==> config.mk <==
export PLATFORM = sky130hd
export DESIGN_NAME = hires_wheel_scroll_filter_unit
export DESIGN_NICKNAME = d
export VERILOG_FILES = /design/src/hw/rtl/hwsf_pkg.sv /design/src/hw/rtl/hwsf_front.sv /design/src/hw/rtl/hwsf_outq.sv /design/src/hw/rtl/hwsf_back.sv /design/src/hw/rtl/hires_wheel_scroll_filter_unit.sv
export VERILOG_INCLUDE_DIRS = /design/src /design/src/hw/rtl
export SDC_FILE = /design/constraint.sdc
export NUM_CORES = 2
export LEC_CHECK = 0
export BUFFER_PORTS_ARGS = -buffer_cell sky130_fd_sc_hd__buf_2
export CAP_MARGIN = 20
export CORE_UTILIZATION = 25
export CTS_BUF_LIST = sky130_fd_sc_hd__clkbuf_2 sky130_fd_sc_hd__clkbuf_4 sky130_fd_sc_hd__clkbuf_8
export CTS_CLUSTER_SIZE = 24
export DETAILED_ROUTE_END_ITERATION = 12
export GPL_TIMING_DRIVEN = 0
export MAX_ROUTING_LAYER = met4
export PLACE_DENSITY = 0.46
export SLEW_MARGIN = 0
export SYNTH_ARGS = -nofsm -noshare
export SYNTH_HDL_FRONTEND = slang
export SYNTH_SLANG_ARGS = --single-unit
==> constraint.sdc <==
create_clock -name clk -period 5.84 [get_ports clk]
set_input_delay 0.292 -clock clk [delete_from_list [all_inputs] [get_ports clk]]
set_output_delay 0.292 -clock clk [all_outputs]
set_load 0.02 [all_outputs]
==> src/hw/rtl/hires_wheel_scroll_filter_unit_assert.svh <==
// assertion macros shared by the filter modules
`ifndef HIRES_WHEEL_SCROLL_FILTER_UNIT_ASSERT_SVH
`define HIRES_WHEEL_SCROLL_FILTER_UNIT_ASSERT_SVH

// same-cycle implication, off during reset
`define HWSF_ASSERT_IMPL(label, clk, rst, ante, cons, msg) \
  label: assert property (@(posedge clk) disable iff (rst) (ante) |-> (cons)) \
    else $error(msg);

// next-cycle implication, off during reset
`define HWSF_ASSERT_NEXT(label, clk, rst, ante, cons, msg) \
  label: assert property (@(posedge clk) disable iff (rst) (ante) |=> (cons)) \
    else $error(msg);

`endif

==> src/hw/rtl/hwsf_pkg.sv <==
package hwsf_pkg;

  // input action codes
  localparam logic [2:0] ACT_LORES_V   = 3'd0;
  localparam logic [2:0] ACT_LORES_H   = 3'd1;
  localparam logic [2:0] ACT_HIRES_V   = 3'd2;
  localparam logic [2:0] ACT_HIRES_H   = 3'd3;
  localparam logic [2:0] ACT_FRAME_END = 3'd4;
  localparam logic [2:0] ACT_TICK      = 3'd5;

  // configuration register indexes
  localparam logic [1:0] REG_INITIAL_STRATEGY  = 2'd0;
  localparam logic [1:0] REG_TRIGGER_THRESHOLD = 2'd1;
  localparam logic [1:0] REG_INITIAL_MIN_STEP  = 2'd2;
  localparam logic [1:0] REG_SCROLL_TIMEOUT    = 2'd3;

  // register value that selects passthrough
  localparam logic [1:0] REG_STRATEGY_PASS = 2'd1;

  // reset values of the configuration registers
  localparam logic [1:0]  RST_INITIAL_STRATEGY  = 2'd0;
  localparam logic [6:0]  RST_TRIGGER_THRESHOLD = 7'd30;
  localparam logic [6:0]  RST_INITIAL_MIN_STEP  = 7'd47;
  localparam logic [23:0] RST_SCROLL_TIMEOUT    = 24'd500000;

  // decoded command word between front and back
  typedef struct packed {
    logic               lores;
    logic               hires;
    logic               vertical;
    logic               frame_end;
    logic               tick;
    logic signed [15:0] delta;
    logic [47:0]        time_us;
  } cmd_t;

  // result word
  typedef struct packed {
    logic [1:0]         axis_kind;
    logic signed [31:0] amount;
    logic               last;
  } res_t;

  // static configuration seen by the back end
  typedef struct packed {
    logic [1:0]  initial_strategy;
    logic [6:0]  trigger_threshold;
    logic [23:0] scroll_timeout_us;
  } cfg_t;

  // register writes that also reload live state
  typedef struct packed {
    logic       strategy_load;
    logic       min_step_load;
    logic [1:0] strategy_value;
    logic [6:0] min_step_value;
  } cfg_load_t;

endpackage

==> src/hw/rtl/hwsf_front.sv <==
module hwsf_front #(
  parameter int DEPTH = 4
) (
  input  logic               clk,
  input  logic               rst,
  input  logic               push,
  output logic               full,
  input  logic [2:0]         action,
  input  logic signed [15:0] delta,
  input  logic [47:0]        time_us,
  output logic               cmd_valid,
  output hwsf_pkg::cmd_t     cmd,
  input  logic               cmd_pop
);

  localparam int PW = $clog2(DEPTH);
  localparam int CW = $clog2(DEPTH + 1);

  hwsf_pkg::cmd_t cmd_in;
  logic           keep;
  logic           wr;
  hwsf_pkg::cmd_t mem [DEPTH];
  logic [PW-1:0]  wr_ptr;
  logic [PW-1:0]  rd_ptr;
  logic [CW-1:0]  count;

  // classify the action; unused codes are taken and dropped
  always_comb begin
    cmd_in         = '0;
    cmd_in.delta   = delta;
    cmd_in.time_us = time_us;
    keep           = 1'b1;
    unique case (action)
      hwsf_pkg::ACT_LORES_V: begin
        cmd_in.lores    = 1'b1;
        cmd_in.vertical = 1'b1;
      end
      hwsf_pkg::ACT_LORES_H: begin
        cmd_in.lores = 1'b1;
      end
      hwsf_pkg::ACT_HIRES_V: begin
        cmd_in.hires    = 1'b1;
        cmd_in.vertical = 1'b1;
      end
      hwsf_pkg::ACT_HIRES_H: begin
        cmd_in.hires = 1'b1;
      end
      hwsf_pkg::ACT_FRAME_END: begin
        cmd_in.frame_end = 1'b1;
      end
      hwsf_pkg::ACT_TICK: begin
        cmd_in.tick = 1'b1;
      end
      default: begin
        keep = 1'b0;
      end
    endcase
  end

  assign full      = (count == CW'(DEPTH));
  assign cmd_valid = (count != '0);
  assign cmd       = mem[rd_ptr];
  assign wr        = push && !full && keep;

  // command queue storage
  always_ff @(posedge clk) begin
    if (wr) begin
      mem[wr_ptr] <= cmd_in;
    end
  end

  // command queue pointers
  always_ff @(posedge clk) begin
    if (rst) begin
      wr_ptr <= '0;
      rd_ptr <= '0;
      count  <= '0;
    end else begin
      if (wr) begin
        wr_ptr <= (wr_ptr == PW'(DEPTH - 1)) ? '0 : wr_ptr + 1'b1;
      end
      if (cmd_pop) begin
        rd_ptr <= (rd_ptr == PW'(DEPTH - 1)) ? '0 : rd_ptr + 1'b1;
      end
      case ({wr, cmd_pop})
        2'b10:   count <= count + 1'b1;
        2'b01:   count <= count - 1'b1;
        default: count <= count;
      endcase
    end
  end

endmodule

==> src/hw/rtl/hwsf_outq.sv <==
`include "hires_wheel_scroll_filter_unit_assert.svh"

module hwsf_outq #(
  parameter int DEPTH = 4
) (
  input  logic           clk,
  input  logic           rst,
  input  logic           push,
  input  hwsf_pkg::res_t din,
  output logic           full,
  input  logic           pop,
  output logic           empty,
  output hwsf_pkg::res_t dout
);

  localparam int PW = $clog2(DEPTH);
  localparam int CW = $clog2(DEPTH + 1);

  hwsf_pkg::res_t mem [DEPTH];
  logic [PW-1:0]  wr_ptr;
  logic [PW-1:0]  rd_ptr;
  logic [CW-1:0]  count;
  logic           wr;
  logic           rd;

  assign full  = (count == CW'(DEPTH));
  assign empty = (count == '0);
  assign dout  = mem[rd_ptr];
  assign wr    = push && !full;
  assign rd    = pop && !empty;

  // result storage
  always_ff @(posedge clk) begin
    if (wr) begin
      mem[wr_ptr] <= din;
    end
  end

  // result queue pointers
  always_ff @(posedge clk) begin
    if (rst) begin
      wr_ptr <= '0;
      rd_ptr <= '0;
      count  <= '0;
    end else begin
      if (wr) begin
        wr_ptr <= (wr_ptr == PW'(DEPTH - 1)) ? '0 : wr_ptr + 1'b1;
      end
      if (rd) begin
        rd_ptr <= (rd_ptr == PW'(DEPTH - 1)) ? '0 : rd_ptr + 1'b1;
      end
      case ({wr, rd})
        2'b10:   count <= count + 1'b1;
        2'b01:   count <= count - 1'b1;
        default: count <= count;
      endcase
    end
  end

  // back end must never push into a full queue
  `HWSF_ASSERT_IMPL(a_outq_no_overflow, clk, rst, push, !full, "result pushed while full")
  `HWSF_ASSERT_IMPL(a_outq_count_bound, clk, rst, 1'b1, count <= CW'(DEPTH), "count past depth")
  `HWSF_ASSERT_NEXT(a_outq_count_up, clk, rst, wr && !rd, count == CW'($past(count) + 1'b1), "count did not grow")

endmodule

==> src/hw/rtl/hwsf_back.sv <==
`include "hires_wheel_scroll_filter_unit_assert.svh"

module hwsf_back (
  input  logic                clk,
  input  logic                rst,
  input  hwsf_pkg::cfg_t      cfg,
  input  hwsf_pkg::cfg_load_t cfg_load,
  input  logic                cmd_valid,
  input  hwsf_pkg::cmd_t      cmd,
  output logic                cmd_pop,
  input  logic                res_full,
  output logic                res_push,
  output hwsf_pkg::res_t      res
);

  // sequencer states
  localparam logic [1:0] B_RUN    = 2'd0;
  localparam logic [1:0] B_SCALE  = 2'd1;
  localparam logic [1:0] B_DECIDE = 2'd2;
  localparam logic [1:0] B_EMIT   = 2'd3;

  // scroll phases
  localparam logic [1:0] PH_IDLE   = 2'd0;
  localparam logic [1:0] PH_ACC    = 2'd1;
  localparam logic [1:0] PH_SCROLL = 2'd2;

  // live strategy codes
  localparam logic [1:0] ST_MAYBE  = 2'd0;
  localparam logic [1:0] ST_PASS   = 2'd1;
  localparam logic [1:0] ST_ACC    = 2'd2;
  localparam logic [1:0] ST_ALWAYS = 2'd3;

  // direction codes
  localparam logic [2:0] DIR_NONE = 3'd0;
  localparam logic [2:0] DIR_VPOS = 3'd1;
  localparam logic [2:0] DIR_VNEG = 3'd2;
  localparam logic [2:0] DIR_HPOS = 3'd3;
  localparam logic [2:0] DIR_HNEG = 3'd4;

  // result kinds
  localparam logic [1:0] KIND_HIRES_V = 2'd0;
  localparam logic [1:0] KIND_LORES_V = 2'd1;
  localparam logic [1:0] KIND_HIRES_H = 2'd2;
  localparam logic [1:0] KIND_LORES_H = 2'd3;

  localparam logic signed [31:0] SAT_MAX = 32'sh7fff_ffff;
  localparam logic signed [31:0] SAT_MIN = 32'sh8000_0000;

  function automatic logic [1:0] strategy_from_reg(input logic [1:0] r);
    logic [1:0] s;
    if (r == 2'd0) begin
      s = ST_MAYBE;
    end else if (r == 2'd1) begin
      s = ST_PASS;
    end else begin
      s = ST_ALWAYS;
    end
    return s;
  endfunction

  // saturating add of a wheel delta
  function automatic logic signed [31:0] sat_add(input logic signed [31:0] acc,
                                                  input logic signed [15:0] d);
    logic signed [32:0] s;
    logic signed [31:0] r;
    s = {acc[31], acc} + {{17{d[15]}}, d};
    if (s[32] != s[31]) begin
      r = s[32] ? SAT_MIN : SAT_MAX;
    end else begin
      r = s[31:0];
    end
    return r;
  endfunction

  // x * 120 as x * 128 - x * 8, saturated
  function automatic logic signed [31:0] scale_lores(input logic signed [31:0] x);
    logic signed [39:0] w;
    logic signed [31:0] r;
    w = {x[31], x, 7'b0} - {{5{x[31]}}, x, 3'b0};
    if (w[39:31] != {9{w[39]}}) begin
      r = w[39] ? SAT_MIN : SAT_MAX;
    end else begin
      r = w[31:0];
    end
    return r;
  endfunction

  // magnitude of x above the tracked step
  function automatic logic mag_gt(input logic signed [31:0] x, input logic [6:0] m);
    logic [32:0] a;
    a = x[31] ? (33'd0 - {x[31], x}) : {1'b0, x};
    return a > {26'b0, m};
  endfunction

  logic [1:0]         st, st_next;
  logic [1:0]         phase, phase_next;
  logic [1:0]         strategy, strategy_next;
  logic [2:0]         direction, direction_next;
  logic [6:0]         min_step, min_step_next;
  logic signed [31:0] hv, hv_next;
  logic signed [31:0] hh, hh_next;
  logic signed [31:0] lv, lv_next;
  logic signed [31:0] lh, lh_next;
  logic               hires_seen, hires_seen_next;
  logic               timer_armed, timer_armed_next;
  logic [47:0]        deadline, deadline_next;
  logic [47:0]        frame_time, frame_time_next;

  logic [16:0]        hires_mag;
  logic [6:0]         min_cand;
  logic [2:0]         dir_new;
  logic               delta_pos;
  logic               timer_usable;
  logic [3:0]         nz;
  logic               emit_last;

  assign timer_usable = (cfg.initial_strategy != hwsf_pkg::REG_STRATEGY_PASS);
  assign nz           = {lh != 32'sd0, hh != 32'sd0, lv != 32'sd0, hv != 32'sd0};
  assign emit_last    = ((nz & (nz - 4'd1)) == 4'd0);
  assign cmd_pop      = (st == B_RUN) && cmd_valid;
  assign res_push     = (st == B_EMIT) && !res_full;

  // hi-res step helpers
  assign hires_mag = cmd.delta[15] ? (17'd0 - {cmd.delta[15], cmd.delta})
                                   : {1'b0, cmd.delta};
  assign min_cand  = (hires_mag < {10'b0, min_step}) ? hires_mag[6:0] : min_step;
  assign delta_pos = !cmd.delta[15] && (cmd.delta != 16'sd0);
  assign dir_new   = cmd.vertical ? (delta_pos ? DIR_VPOS : DIR_VNEG)
                                  : (delta_pos ? DIR_HPOS : DIR_HNEG);

  // lowest nonzero accumulator goes out first
  always_comb begin
    res.last = emit_last;
    if (nz[0]) begin
      res.axis_kind = KIND_HIRES_V;
      res.amount    = hv;
    end else if (nz[1]) begin
      res.axis_kind = KIND_LORES_V;
      res.amount    = lv;
    end else if (nz[2]) begin
      res.axis_kind = KIND_HIRES_H;
      res.amount    = hh;
    end else begin
      res.axis_kind = KIND_LORES_H;
      res.amount    = lh;
    end
  end

  // sequencer and filter state update
  always_comb begin
    st_next          = st;
    phase_next       = phase;
    strategy_next    = strategy;
    direction_next   = direction;
    min_step_next    = min_step;
    hv_next          = hv;
    hh_next          = hh;
    lv_next          = lv;
    lh_next          = lh;
    hires_seen_next  = hires_seen;
    timer_armed_next = timer_armed;
    deadline_next    = deadline;
    frame_time_next  = frame_time;

    unique case (st)
      B_RUN: begin
        if (cmd_valid) begin
          if (cmd.lores || cmd.hires) begin
            // accumulate
            if (cmd.lores && cmd.vertical)   lv_next = sat_add(lv, cmd.delta);
            if (cmd.lores && !cmd.vertical)  lh_next = sat_add(lh, cmd.delta);
            if (cmd.hires && cmd.vertical)   hv_next = sat_add(hv, cmd.delta);
            if (cmd.hires && !cmd.vertical)  hh_next = sat_add(hh, cmd.delta);
            // step size tracking and direction change
            if (cmd.hires) begin
              hires_seen_next = 1'b1;
              if (strategy != ST_ALWAYS) begin
                min_step_next = min_cand;
                if (strategy == ST_MAYBE && min_cand < cfg.trigger_threshold) begin
                  strategy_next = ST_ACC;
                end
              end
              if (dir_new != direction) begin
                direction_next = dir_new;
                if (phase == PH_SCROLL) begin
                  timer_armed_next = 1'b0;
                end
                phase_next = PH_IDLE;
              end
            end
            // scroll event
            case (phase_next)
              PH_IDLE: begin
                phase_next = (strategy_next == ST_ACC || strategy_next == ST_ALWAYS)
                             ? PH_ACC : PH_SCROLL;
              end
              PH_ACC: begin
                phase_next = PH_ACC;
              end
              PH_SCROLL: begin
                if (timer_usable) begin
                  timer_armed_next = 1'b1;
                  deadline_next    = cmd.time_us + {24'b0, cfg.scroll_timeout_us};
                end
              end
              default: begin
                phase_next = PH_IDLE;
              end
            endcase
          end else if (cmd.tick) begin
            // timeout
            if (timer_armed && cmd.time_us >= deadline) begin
              timer_armed_next = 1'b0;
              if (phase != PH_ACC) begin
                phase_next = PH_IDLE;
              end
            end
          end else begin
            frame_time_next = cmd.time_us;
            st_next         = B_SCALE;
          end
        end
      end
      B_SCALE: begin
        // no hi-res seen yet: derive hi-res from lo-res
        if (!hires_seen && (lv != 32'sd0 || lh != 32'sd0)) begin
          hv_next = scale_lores(lv);
          hh_next = scale_lores(lh);
        end
        st_next = B_DECIDE;
      end
      B_DECIDE: begin
        st_next = B_RUN;
        case (phase)
          PH_ACC: begin
            if (mag_gt(hh, min_step) || mag_gt(hv, min_step)) begin
              phase_next = PH_SCROLL;
              if (timer_usable) begin
                timer_armed_next = 1'b1;
                deadline_next    = frame_time + {24'b0, cfg.scroll_timeout_us};
              end
              if (nz != 4'd0) st_next = B_EMIT;
            end
          end
          PH_SCROLL: begin
            if (nz != 4'd0) st_next = B_EMIT;
          end
          default: begin
            st_next = B_RUN;
          end
        endcase
      end
      B_EMIT: begin
        if (res_push) begin
          case (res.axis_kind)
            KIND_HIRES_V: hv_next = 32'sd0;
            KIND_LORES_V: lv_next = 32'sd0;
            KIND_HIRES_H: hh_next = 32'sd0;
            default:      lh_next = 32'sd0;
          endcase
          if (emit_last) st_next = B_RUN;
        end
      end
      default: begin
        st_next = B_RUN;
      end
    endcase

    // register writes that reload live state
    if (cfg_load.strategy_load) begin
      strategy_next = strategy_from_reg(cfg_load.strategy_value);
    end
    if (cfg_load.min_step_load) begin
      min_step_next = cfg_load.min_step_value;
    end
  end

  // state registers
  always_ff @(posedge clk) begin
    if (rst) begin
      st          <= B_RUN;
      phase       <= PH_IDLE;
      strategy    <= strategy_from_reg(hwsf_pkg::RST_INITIAL_STRATEGY);
      direction   <= DIR_NONE;
      min_step    <= hwsf_pkg::RST_INITIAL_MIN_STEP;
      hv          <= 32'sd0;
      hh          <= 32'sd0;
      lv          <= 32'sd0;
      lh          <= 32'sd0;
      hires_seen  <= 1'b0;
      timer_armed <= 1'b0;
      deadline    <= '0;
    end else begin
      st          <= st_next;
      phase       <= phase_next;
      strategy    <= strategy_next;
      direction   <= direction_next;
      min_step    <= min_step_next;
      hv          <= hv_next;
      hh          <= hh_next;
      lv          <= lv_next;
      lh          <= lh_next;
      hires_seen  <= hires_seen_next;
      timer_armed <= timer_armed_next;
      deadline    <= deadline_next;
    end
  end

  // frame time payload
  always_ff @(posedge clk) begin
    frame_time <= frame_time_next;
  end

  `HWSF_ASSERT_NEXT(a_last_ends_frame, clk, rst, res_push && res.last, st == B_RUN, "frame did not end on last word")
  `HWSF_ASSERT_NEXT(a_emit_holds, clk, rst, (st == B_EMIT) && !(res_push && res.last), st == B_EMIT, "emit left early")
  `HWSF_ASSERT_IMPL(a_no_zero_word, clk, rst, res_push, res.amount != 32'sd0, "zero amount emitted")
  `HWSF_ASSERT_NEXT(a_hv_cleared, clk, rst, res_push && (res.axis_kind == KIND_HIRES_V), hv == 32'sd0, "accumulator not cleared")

endmodule

==> src/hw/rtl/hires_wheel_scroll_filter_unit.sv <==
// Scroll-wheel report filter. Words are pushed while full is low and results
// are popped while empty is low; both sides are queues (CMD_DEPTH and
// OUT_DEPTH entries, at least 2 each). Wheel and tick words are handled in
// the back end sequencer's run state, so they stream at one per cycle while
// no frame end is in progress; a frame end leaves the run state for lo-res
// scaling, then the phase decision, then the emit state for any results
// (held there while the result queue is full), all on the back end's one
// state update path. Configuration writes are meant for an idle block:
// writing initial_strategy also reloads the live strategy, and writing
// initial_min_step also reloads the tracked smallest hi-res step.
module hires_wheel_scroll_filter_unit #(
  parameter int CMD_DEPTH = 4,
  parameter int OUT_DEPTH = 4
) (
  input  logic               clk,
  input  logic               rst,
  input  logic               push,
  output logic               full,
  input  logic [2:0]         action,
  input  logic signed [15:0] delta,
  input  logic [47:0]        time_us,
  output logic               empty,
  input  logic               pop,
  output logic [1:0]         axis_kind,
  output logic signed [31:0] amount,
  output logic               last,
  input  logic               cfg_we,
  input  logic [1:0]         cfg_index,
  input  logic [23:0]        cfg_data
);

  hwsf_pkg::cfg_t      cfg;
  hwsf_pkg::cfg_load_t cfg_load;
  hwsf_pkg::cmd_t      cmd;
  hwsf_pkg::res_t      res;
  hwsf_pkg::res_t      res_head;
  logic                cmd_valid;
  logic                cmd_pop;
  logic                res_push;
  logic                res_full;

  // configuration registers
  always_ff @(posedge clk) begin
    if (rst) begin
      cfg.initial_strategy  <= hwsf_pkg::RST_INITIAL_STRATEGY;
      cfg.trigger_threshold <= hwsf_pkg::RST_TRIGGER_THRESHOLD;
      cfg.scroll_timeout_us <= hwsf_pkg::RST_SCROLL_TIMEOUT;
    end else if (cfg_we) begin
      unique case (cfg_index)
        hwsf_pkg::REG_INITIAL_STRATEGY:  cfg.initial_strategy  <= cfg_data[1:0];
        hwsf_pkg::REG_TRIGGER_THRESHOLD: cfg.trigger_threshold <= cfg_data[6:0];
        hwsf_pkg::REG_SCROLL_TIMEOUT:    cfg.scroll_timeout_us <= cfg_data;
        default:                         cfg.initial_strategy  <= cfg.initial_strategy;
      endcase
    end
  end

  // writes that reload live state in the back end
  assign cfg_load.strategy_load  = cfg_we && (cfg_index == hwsf_pkg::REG_INITIAL_STRATEGY);
  assign cfg_load.min_step_load  = cfg_we && (cfg_index == hwsf_pkg::REG_INITIAL_MIN_STEP);
  assign cfg_load.strategy_value = cfg_data[1:0];
  assign cfg_load.min_step_value = cfg_data[6:0];

  // front: accept and classify
  hwsf_front #(
    .DEPTH(CMD_DEPTH)
  ) u_front (
    .clk      (clk),
    .rst      (rst),
    .push     (push),
    .full     (full),
    .action   (action),
    .delta    (delta),
    .time_us  (time_us),
    .cmd_valid(cmd_valid),
    .cmd      (cmd),
    .cmd_pop  (cmd_pop)
  );

  // back: filter state and frame emission
  hwsf_back u_back (
    .clk      (clk),
    .rst      (rst),
    .cfg      (cfg),
    .cfg_load (cfg_load),
    .cmd_valid(cmd_valid),
    .cmd      (cmd),
    .cmd_pop  (cmd_pop),
    .res_full (res_full),
    .res_push (res_push),
    .res      (res)
  );

  // result queue
  hwsf_outq #(
    .DEPTH(OUT_DEPTH)
  ) u_outq (
    .clk  (clk),
    .rst  (rst),
    .push (res_push),
    .din  (res),
    .full (res_full),
    .pop  (pop),
    .empty(empty),
    .dout (res_head)
  );

  assign axis_kind = res_head.axis_kind;
  assign amount    = res_head.amount;
  assign last      = res_head.last;

endmodule

Yosys cells after proc, flatten, opt, wreduce, memory -nomap -nowiden --
Memories as Yosys holds them, arrays and structs flattened. A register that Yosys moved wholly into a read port is not among the register bits. Cells that the tools add are included.
Storage, ports and cells: register bits 289, RAM bits 416, bits of input ports 98, output and inout port bits 37, word-level logic and storage cells 322, memories 2
Cells by class: add/sub/neg operators 20, $lt $le $gt $ge 5, equal/unequal tests 63, multiplexer cells 131, bitwise operators 3, reductions and logical operators 76
Memories:
- u_front.mem | depth 4, width 69, read ports 1, clocked after memory_dff 1, write ports 1, line hwsf_front.sv:22 | hwsf_pkg::cmd_t mem [DEPTH];
- u_outq.mem | depth 4, width 35, read ports 1, clocked after memory_dff 1, write ports 1, line hwsf_outq.sv:19 | hwsf_pkg::res_t mem [DEPTH];
Operators by type and width (number):
- 32-bit 2-to-1 mux | 34
- 48-bit 2-to-1 mux | 7
- 32-bit one-hot mux with 3 select lines | 2
- 32-bit by 16-bit adder with 33-bit output | 4
- 32-bit one-hot mux with 2 select lines | 2
- 32-bit nonzero test | 4
- 33-bit 2-to-1 mux | 3
- 48-bit by 24-bit adder with 48-bit output | 2
- 48-bit one-hot mux with 2 select lines | 1
- 2-bit 2-to-1 mux | 41
- 39-bit by 35-bit subtractor with 40-bit output | 2
- 34-bit 2-to-1 mux | 2
- 33-bit by 7-bit > comparator with 1-bit output | 2
- 1-bit by 32-bit subtractor with 33-bit output (first input constant) | 2
- 7-bit 2-to-1 mux | 7
- 48-bit >= comparator | 1
- 2-bit equality test (second input constant) | 15
- 2-bit inequality test (second input constant) | 14
- 7-bit AND reduction | 4
- 2-bit nonzero test | 12
- 1-bit 2-to-1 mux | 22
- 2-bit by 1-bit inequality test with 1-bit output (second input constant) | 9
- 17-bit by 7-bit < comparator with 1-bit output | 1
- 17-bit 2-to-1 mux | 1
- other kinds (40) | 104

Longest topological paths before layout --
depth in word-level cells 19, mapped depth 26

By module --
From an unflattened synthesis, not the netlist that was laid out.
Unflattened totals: cells, all modules 4205, area, all modules 43734.4 µm²
Modules (own cells, without submodules):
- hwsf_back | instances 1, cells each 3402, area each 26285.2 µm², sequential area each 5325.1 µm²
- hwsf_front | instances 1, cells each 420, area each 10460.0 µm², sequential area each 8468.1 µm²
- hwsf_outq | instances 1, cells each 237, area each 5535.3 µm², sequential area each 4384.2 µm²
- hires_wheel_scroll_filter_unit | instances 1, cells each 146, area each 1453.9 µm², sequential area each 660.6 µm²

Worst setup path after synthesis --
OpenSTA, ideal clock, no wires.
path type reg-to-reg, start point register (tool-made name), end point register u_back.phase[0], setup time 0.059 ns, arrival time 6.282 ns, data required time 5.781 ns, slack -0.501 ns, stages on the path, launching flop included 24, clock period less this slack 6.341 ns, path through dfxtp_1 buf_6 buf_12 buf_12 mux4_2 clkbuf_1 o21ai_0 xnor2_1 ha_1 a21oi_1 a21boi_0 nor4_2 nand4_4 mux2i_1 inv_1 ha_1 nor2b_1 o21ai_0 and3_1 nor2b_1 inv_1 o211a_1 a2111oi_2 a31o_1
RTL lines:
- end signal, assigned | line hwsf_back.sv:295 | phase <= phase_next;
- end, declared | line hwsf_back.sv:96 | logic [1:0] phase, phase_next;

==> PnR_summary.wiki <==
{| class="wikitable"
! Metric !! Value
|-
| Number of vias per cell after detailed routing || 5.09
|-
| Synth Area per Inst || 10.2 um^2
|-
| GP Congestion || 0.910
|-
| Worst setup timing slack at the placement stage || -1.67 ns
|-
| Signed area change from the synthesized netlist to the final layout || 18.6%
|-
| Detailed Route Iter0 Violations || 3022
|-
| Worst-skew pair later-pin latency || 0.91 ns
|-
| Antenna violations before repair || 14
|-
| Number of rows created at floorplan || 153
|-
| Drt wl/cell || 21.7 um
|-
| Final hold slack || 0.143 ns
|-
| Final standard cell utilization of the core || 29.9%
|-
| Pins over their slew limit || 0
|-
| Total grt overflow || 0
|-
| Hold path start || rst
|-
| Final critical delay including setup and external delays || 5.63 ns
|-
| Core area || 174000 um^2
|-
| Vias || 36300
|-
| Top cell types by occurrence after synthesis || sky130_fd_sc_hd__edfxtp_1, sky130_fd_sc_hd__a21oi_1, sky130_fd_sc_hd__nand2_1
|-
| Dominant cells by area after synthesis || sky130_fd_sc_hd__edfxtp_1, sky130_fd_sc_hd__dfxtp_1, sky130_fd_sc_hd__ha_1
|-
| Critical path's slowest cell || sky130_fd_sc_hd__mux4_2
|-
| Top cell type's share of synthesized area || 31.6%
|-
| CP required || 6.66 ns
|-
| Gate Count Post-Synth || 4293
|-
| Crit Path Max Fanout || 53
|-
| Number of nets at the end of the flow || 5113
|-
| First-pass GRT wire length || 230000 um
|-
| Syn_nets || 4708
|-
| CTS clk-pin slew, worst paths || 0.06 ns
|-
| RSZ-0062 raised after global routing || true
|-
| Post-route cell area || 51900 um^2
|-
| Outcome || completed
|-
| Placed cell area || 47700 um^2
|-
| Worst-case headroom to the max-slew limit || 24.1%
|-
| Power consumption || 34.1 mW
|-
| Synthesis warning total || 0
|-
| Critical path startpoint category || flip-flop
|-
| Count of pins on the block boundary || 135
|-
| Post-synthesis register bit count || 705
|-
| Worst setup path class || reg -> reg
|-
| Slowest Stage Delay on Critical Path || 0.66 ns
|-
| CTS Buf Count || 131
|-
| DRC viols || 0
|-
| Buffers plus inverters on the worst setup path || 6
|-
| Final critical-path setup slack || 0.210 ns
|-
| Number of instances in the placed design || 6767
|-
| Critical Path Sink Type || flip-flop
|-
| Die boundary height || 420 um
|-
| Longest Clk Path Bufs || 3
|-
| Cell with the most instances on the worst path || sky130_fd_sc_hd__a21o_1
|-
| Power density of the placed cells || 657 nW/um^2
|-
| Proportion of layout cells with a drive suffix above 1 || 13.1%
|-
| Total Wirelength || 155000 um
|-
| Register area share after synthesis || 42.8%
|-
| Cells along the critical path || buf_6 > buf_12 > buf_12 > mux4_2 > buf_4 > buf_16 > ha_1 > a21o_1 > a21o_1 > a21o_1 > a32o_1 > a211o_1 > a21oi_1 > o21ai_0 > xnor2_1 > nor3_1 > clkbuf_1 > a221o_1
|-
| Number of global-route vias before repair || 35500
|-
| Final setup violation count || 0
|-
| Post-route clock period utilization || 96.4%
|-
| Register-to-register path setup slack || 0.21 ns
|-
| First-pass detailed-route iteration total || 6
|-
| Max Clock Freq || 178 MHz
|-
| Max capacitance violation total || 0
|-
| Static Leak || 19.9 nW
|-
| Top delay family on crit path || compound AO/OA/AOI/OAI gates
|-
| Library cell occupying the most area in the post-synthesis netlist || sky130_fd_sc_hd__edfxtp_1
|-
| Starting utilization of the core area || 25.2%
|-
| Post-synthesis instance area || 43800 um^2
|-
| Clock tree root driver cell || sky130_fd_sc_hd__clkbuf_8
|-
| CP arrival || 6.45 ns
|-
| Post-DP HPWL || 116000 um
|-
| Share of async-settable or async-resettable flops after synthesis || 0%
|-
| Aggregate negative setup slack || 0 ns
|-
| Final hold vios || 0
|-
| Number of routed nets with antenna violations || 0
|-
| Class of the worst hold path || in -> reg
|-
| Depth of the CTS H-tree || 4
|-
| Aggregate global-route resource usage || 17.8%
|-
| I/O Buffers || 134
|-
| Number of clock sinks seen by CTS || 705
|-
| Clock tree from TritonCTS || built
|-
| Number of distinct library cells after synthesis || 106
|-
| Die width || 420 um
|-
| Number of standard cells in the final layout excluding fillers || 7126
|-
| Slew of the pin with the lowest slew margin || 1.13 ns
|-
| Largest net degree at the start of global routing || 55
|-
| EDFF count, synth || 460
|-
| Peak VDD IR || 0.388 mV
|-
| Total die area || 177000 um^2
|-
| Setup skew after layout || 0.0587 ns
|-
| Most common cell in the synthesized netlist || sky130_fd_sc_hd__edfxtp_1
|-
| Post-synth top flop || sky130_fd_sc_hd__edfxtp_1
|}
-- flip-flops by register name, summed over array words and instances, names as in the netlist, named ones only --
register and count:
u_front.mem 272, u_outq.mem 140, u_back.deadline 48, u_back.frame_time 48, cfg 33, u_back.hh 32
u_back.hv 32, u_back.lh 32, u_back.lv 32, u_back.min_step 7, u_back.direction 3, u_front.count 3
u_outq.count 3, u_back.phase 2, u_back.st 2, u_back.strategy 2, u_front.rd_ptr 2, u_front.wr_ptr 2
u_outq.rd_ptr 2, u_outq.wr_ptr 2, u_back.hires_seen 1, u_back.timer_armed 1
-- what timing repair did --
action / CTS / global route
hold buffers: 110 / 0
endpoints found under the setup margin: 137 / 157
gates cloned: 0 / 1
hold endpoints to repair: 320 / 0
pin swaps: 0 / 4
resized for setup: 50 / 41
buffers inserted: 2 / 12
-- worst reg2reg max path, cell delays in order, from the launching register on --
cell	delay, ns
sky130_fd_sc_hd__dfxtp_1	0.32
sky130_fd_sc_hd__buf_6	0.13
sky130_fd_sc_hd__buf_12	0.16
sky130_fd_sc_hd__buf_12	0.16
sky130_fd_sc_hd__mux4_2	0.67
sky130_fd_sc_hd__buf_4	0.34
sky130_fd_sc_hd__buf_16	0.27
sky130_fd_sc_hd__ha_1	0.41
sky130_fd_sc_hd__a21o_1	0.19
sky130_fd_sc_hd__a21o_1	0.17
sky130_fd_sc_hd__a21o_1	0.17
sky130_fd_sc_hd__a32o_1	0.19
sky130_fd_sc_hd__a211o_1	0.31
sky130_fd_sc_hd__a21oi_1	0.45
sky130_fd_sc_hd__o21ai_0	0.22
sky130_fd_sc_hd__xnor2_1	0.23
sky130_fd_sc_hd__nor3_1	0.48
sky130_fd_sc_hd__clkbuf_1	0.50
sky130_fd_sc_hd__a221o_1	0.19
-- path summary, 6_finish.rpt --
kind	to	cells after the start
worst max-delay path	u_back.lh[30]	18
worst min-delay path	u_back.hh[11]	4
worst max register to register	u_back.lh[30]	18
worst min register to register	cfg[22]	2
-- cells by family (layout without fill, tap and decap cells) --
family          Yosys count  count (layout)  share of synthesized area, %
fa+ha+maj               324             324                          9.34
simple gates           1143            1144                          13.0
compound gates         1316            1316                          19.9
xor+xnor                241             241                          4.82
other cells               0               2                             0
flops                   705             705                          42.8
mux                     151             151                          6.49
buf+inv                 413             918                          3.74
-- area by class of cell --
type	instances	area [um^2]
Tap cell	2325	2910
Sequential cell	705	18700
Buffer	190	856
Fill cell	18400	122000
Antenna cell	2	5.00
Clock inverter	61	536
Timing Repair Buffer	275	2240
Inverter	219	826
Clock buffer	173	2170
Multi-Input combinational cell	3176	23700
-- placed cells by master (no fill, tap or decap), types with 18 or more instances in the layout --
cell type	netlist	routed
sky130_fd_sc_hd__a211oi_1	41	39
sky130_fd_sc_hd__a21o_1	156	156
sky130_fd_sc_hd__a21oi_1	395	393
sky130_fd_sc_hd__a221o_1	68	68
sky130_fd_sc_hd__a22oi_1	35	35
sky130_fd_sc_hd__a31oi_1	34	33
sky130_fd_sc_hd__and3_1	44	44
sky130_fd_sc_hd__buf_2	14	146
sky130_fd_sc_hd__buf_4	6	21
sky130_fd_sc_hd__clkbuf_1	154	132
sky130_fd_sc_hd__clkbuf_4	0	36
sky130_fd_sc_hd__clkbuf_8	0	140
sky130_fd_sc_hd__clkinv_1	2	23
sky130_fd_sc_hd__clkinv_2	0	20
sky130_fd_sc_hd__dfxtp_1	245	245
sky130_fd_sc_hd__dlygate4sd3_1	0	110
sky130_fd_sc_hd__edfxtp_1	460	460
sky130_fd_sc_hd__ha_1	310	309
sky130_fd_sc_hd__inv_1	216	215
sky130_fd_sc_hd__mux2i_1	41	39
sky130_fd_sc_hd__mux4_2	95	95
sky130_fd_sc_hd__nand2_1	368	367
sky130_fd_sc_hd__nand2b_1	50	49
sky130_fd_sc_hd__nand3_1	116	116
sky130_fd_sc_hd__nand4_1	53	53
sky130_fd_sc_hd__nor2_1	209	207
sky130_fd_sc_hd__nor2b_1	44	43
sky130_fd_sc_hd__nor3_1	88	85
sky130_fd_sc_hd__nor4_1	36	35
sky130_fd_sc_hd__o211ai_1	34	34
sky130_fd_sc_hd__o21a_1	46	46
sky130_fd_sc_hd__o21ai_0	259	256
sky130_fd_sc_hd__o21bai_1	29	26
sky130_fd_sc_hd__o31ai_1	21	19
sky130_fd_sc_hd__or4_1	18	18
sky130_fd_sc_hd__xnor2_1	157	156
sky130_fd_sc_hd__xor2_1	84	84
-- where the power goes --
part           internal (mW)  switching (mW)  leakage [nW]
clock network           2.76            2.31          1.42
registers               6.10           0.828          6.20
logic                   8.25            13.8          12.3
total                   17.1            17.0          19.9
-- layer usage --
| layer | global-route usage [%] | part of all wire, % | wire length (um) |
|---|---|---|---|
| met1 | 22.6 | 44 | 68700 |
| met2 | 28.8 | 48 | 73800 |
| met3 | 2.74 | 4.8 | 7510 |
| met4 | 5.53 | 3.1 | 4730 |
| met5 | - | 0 | 0 |
No activity file was read; power rests on OpenSTA's default activity.
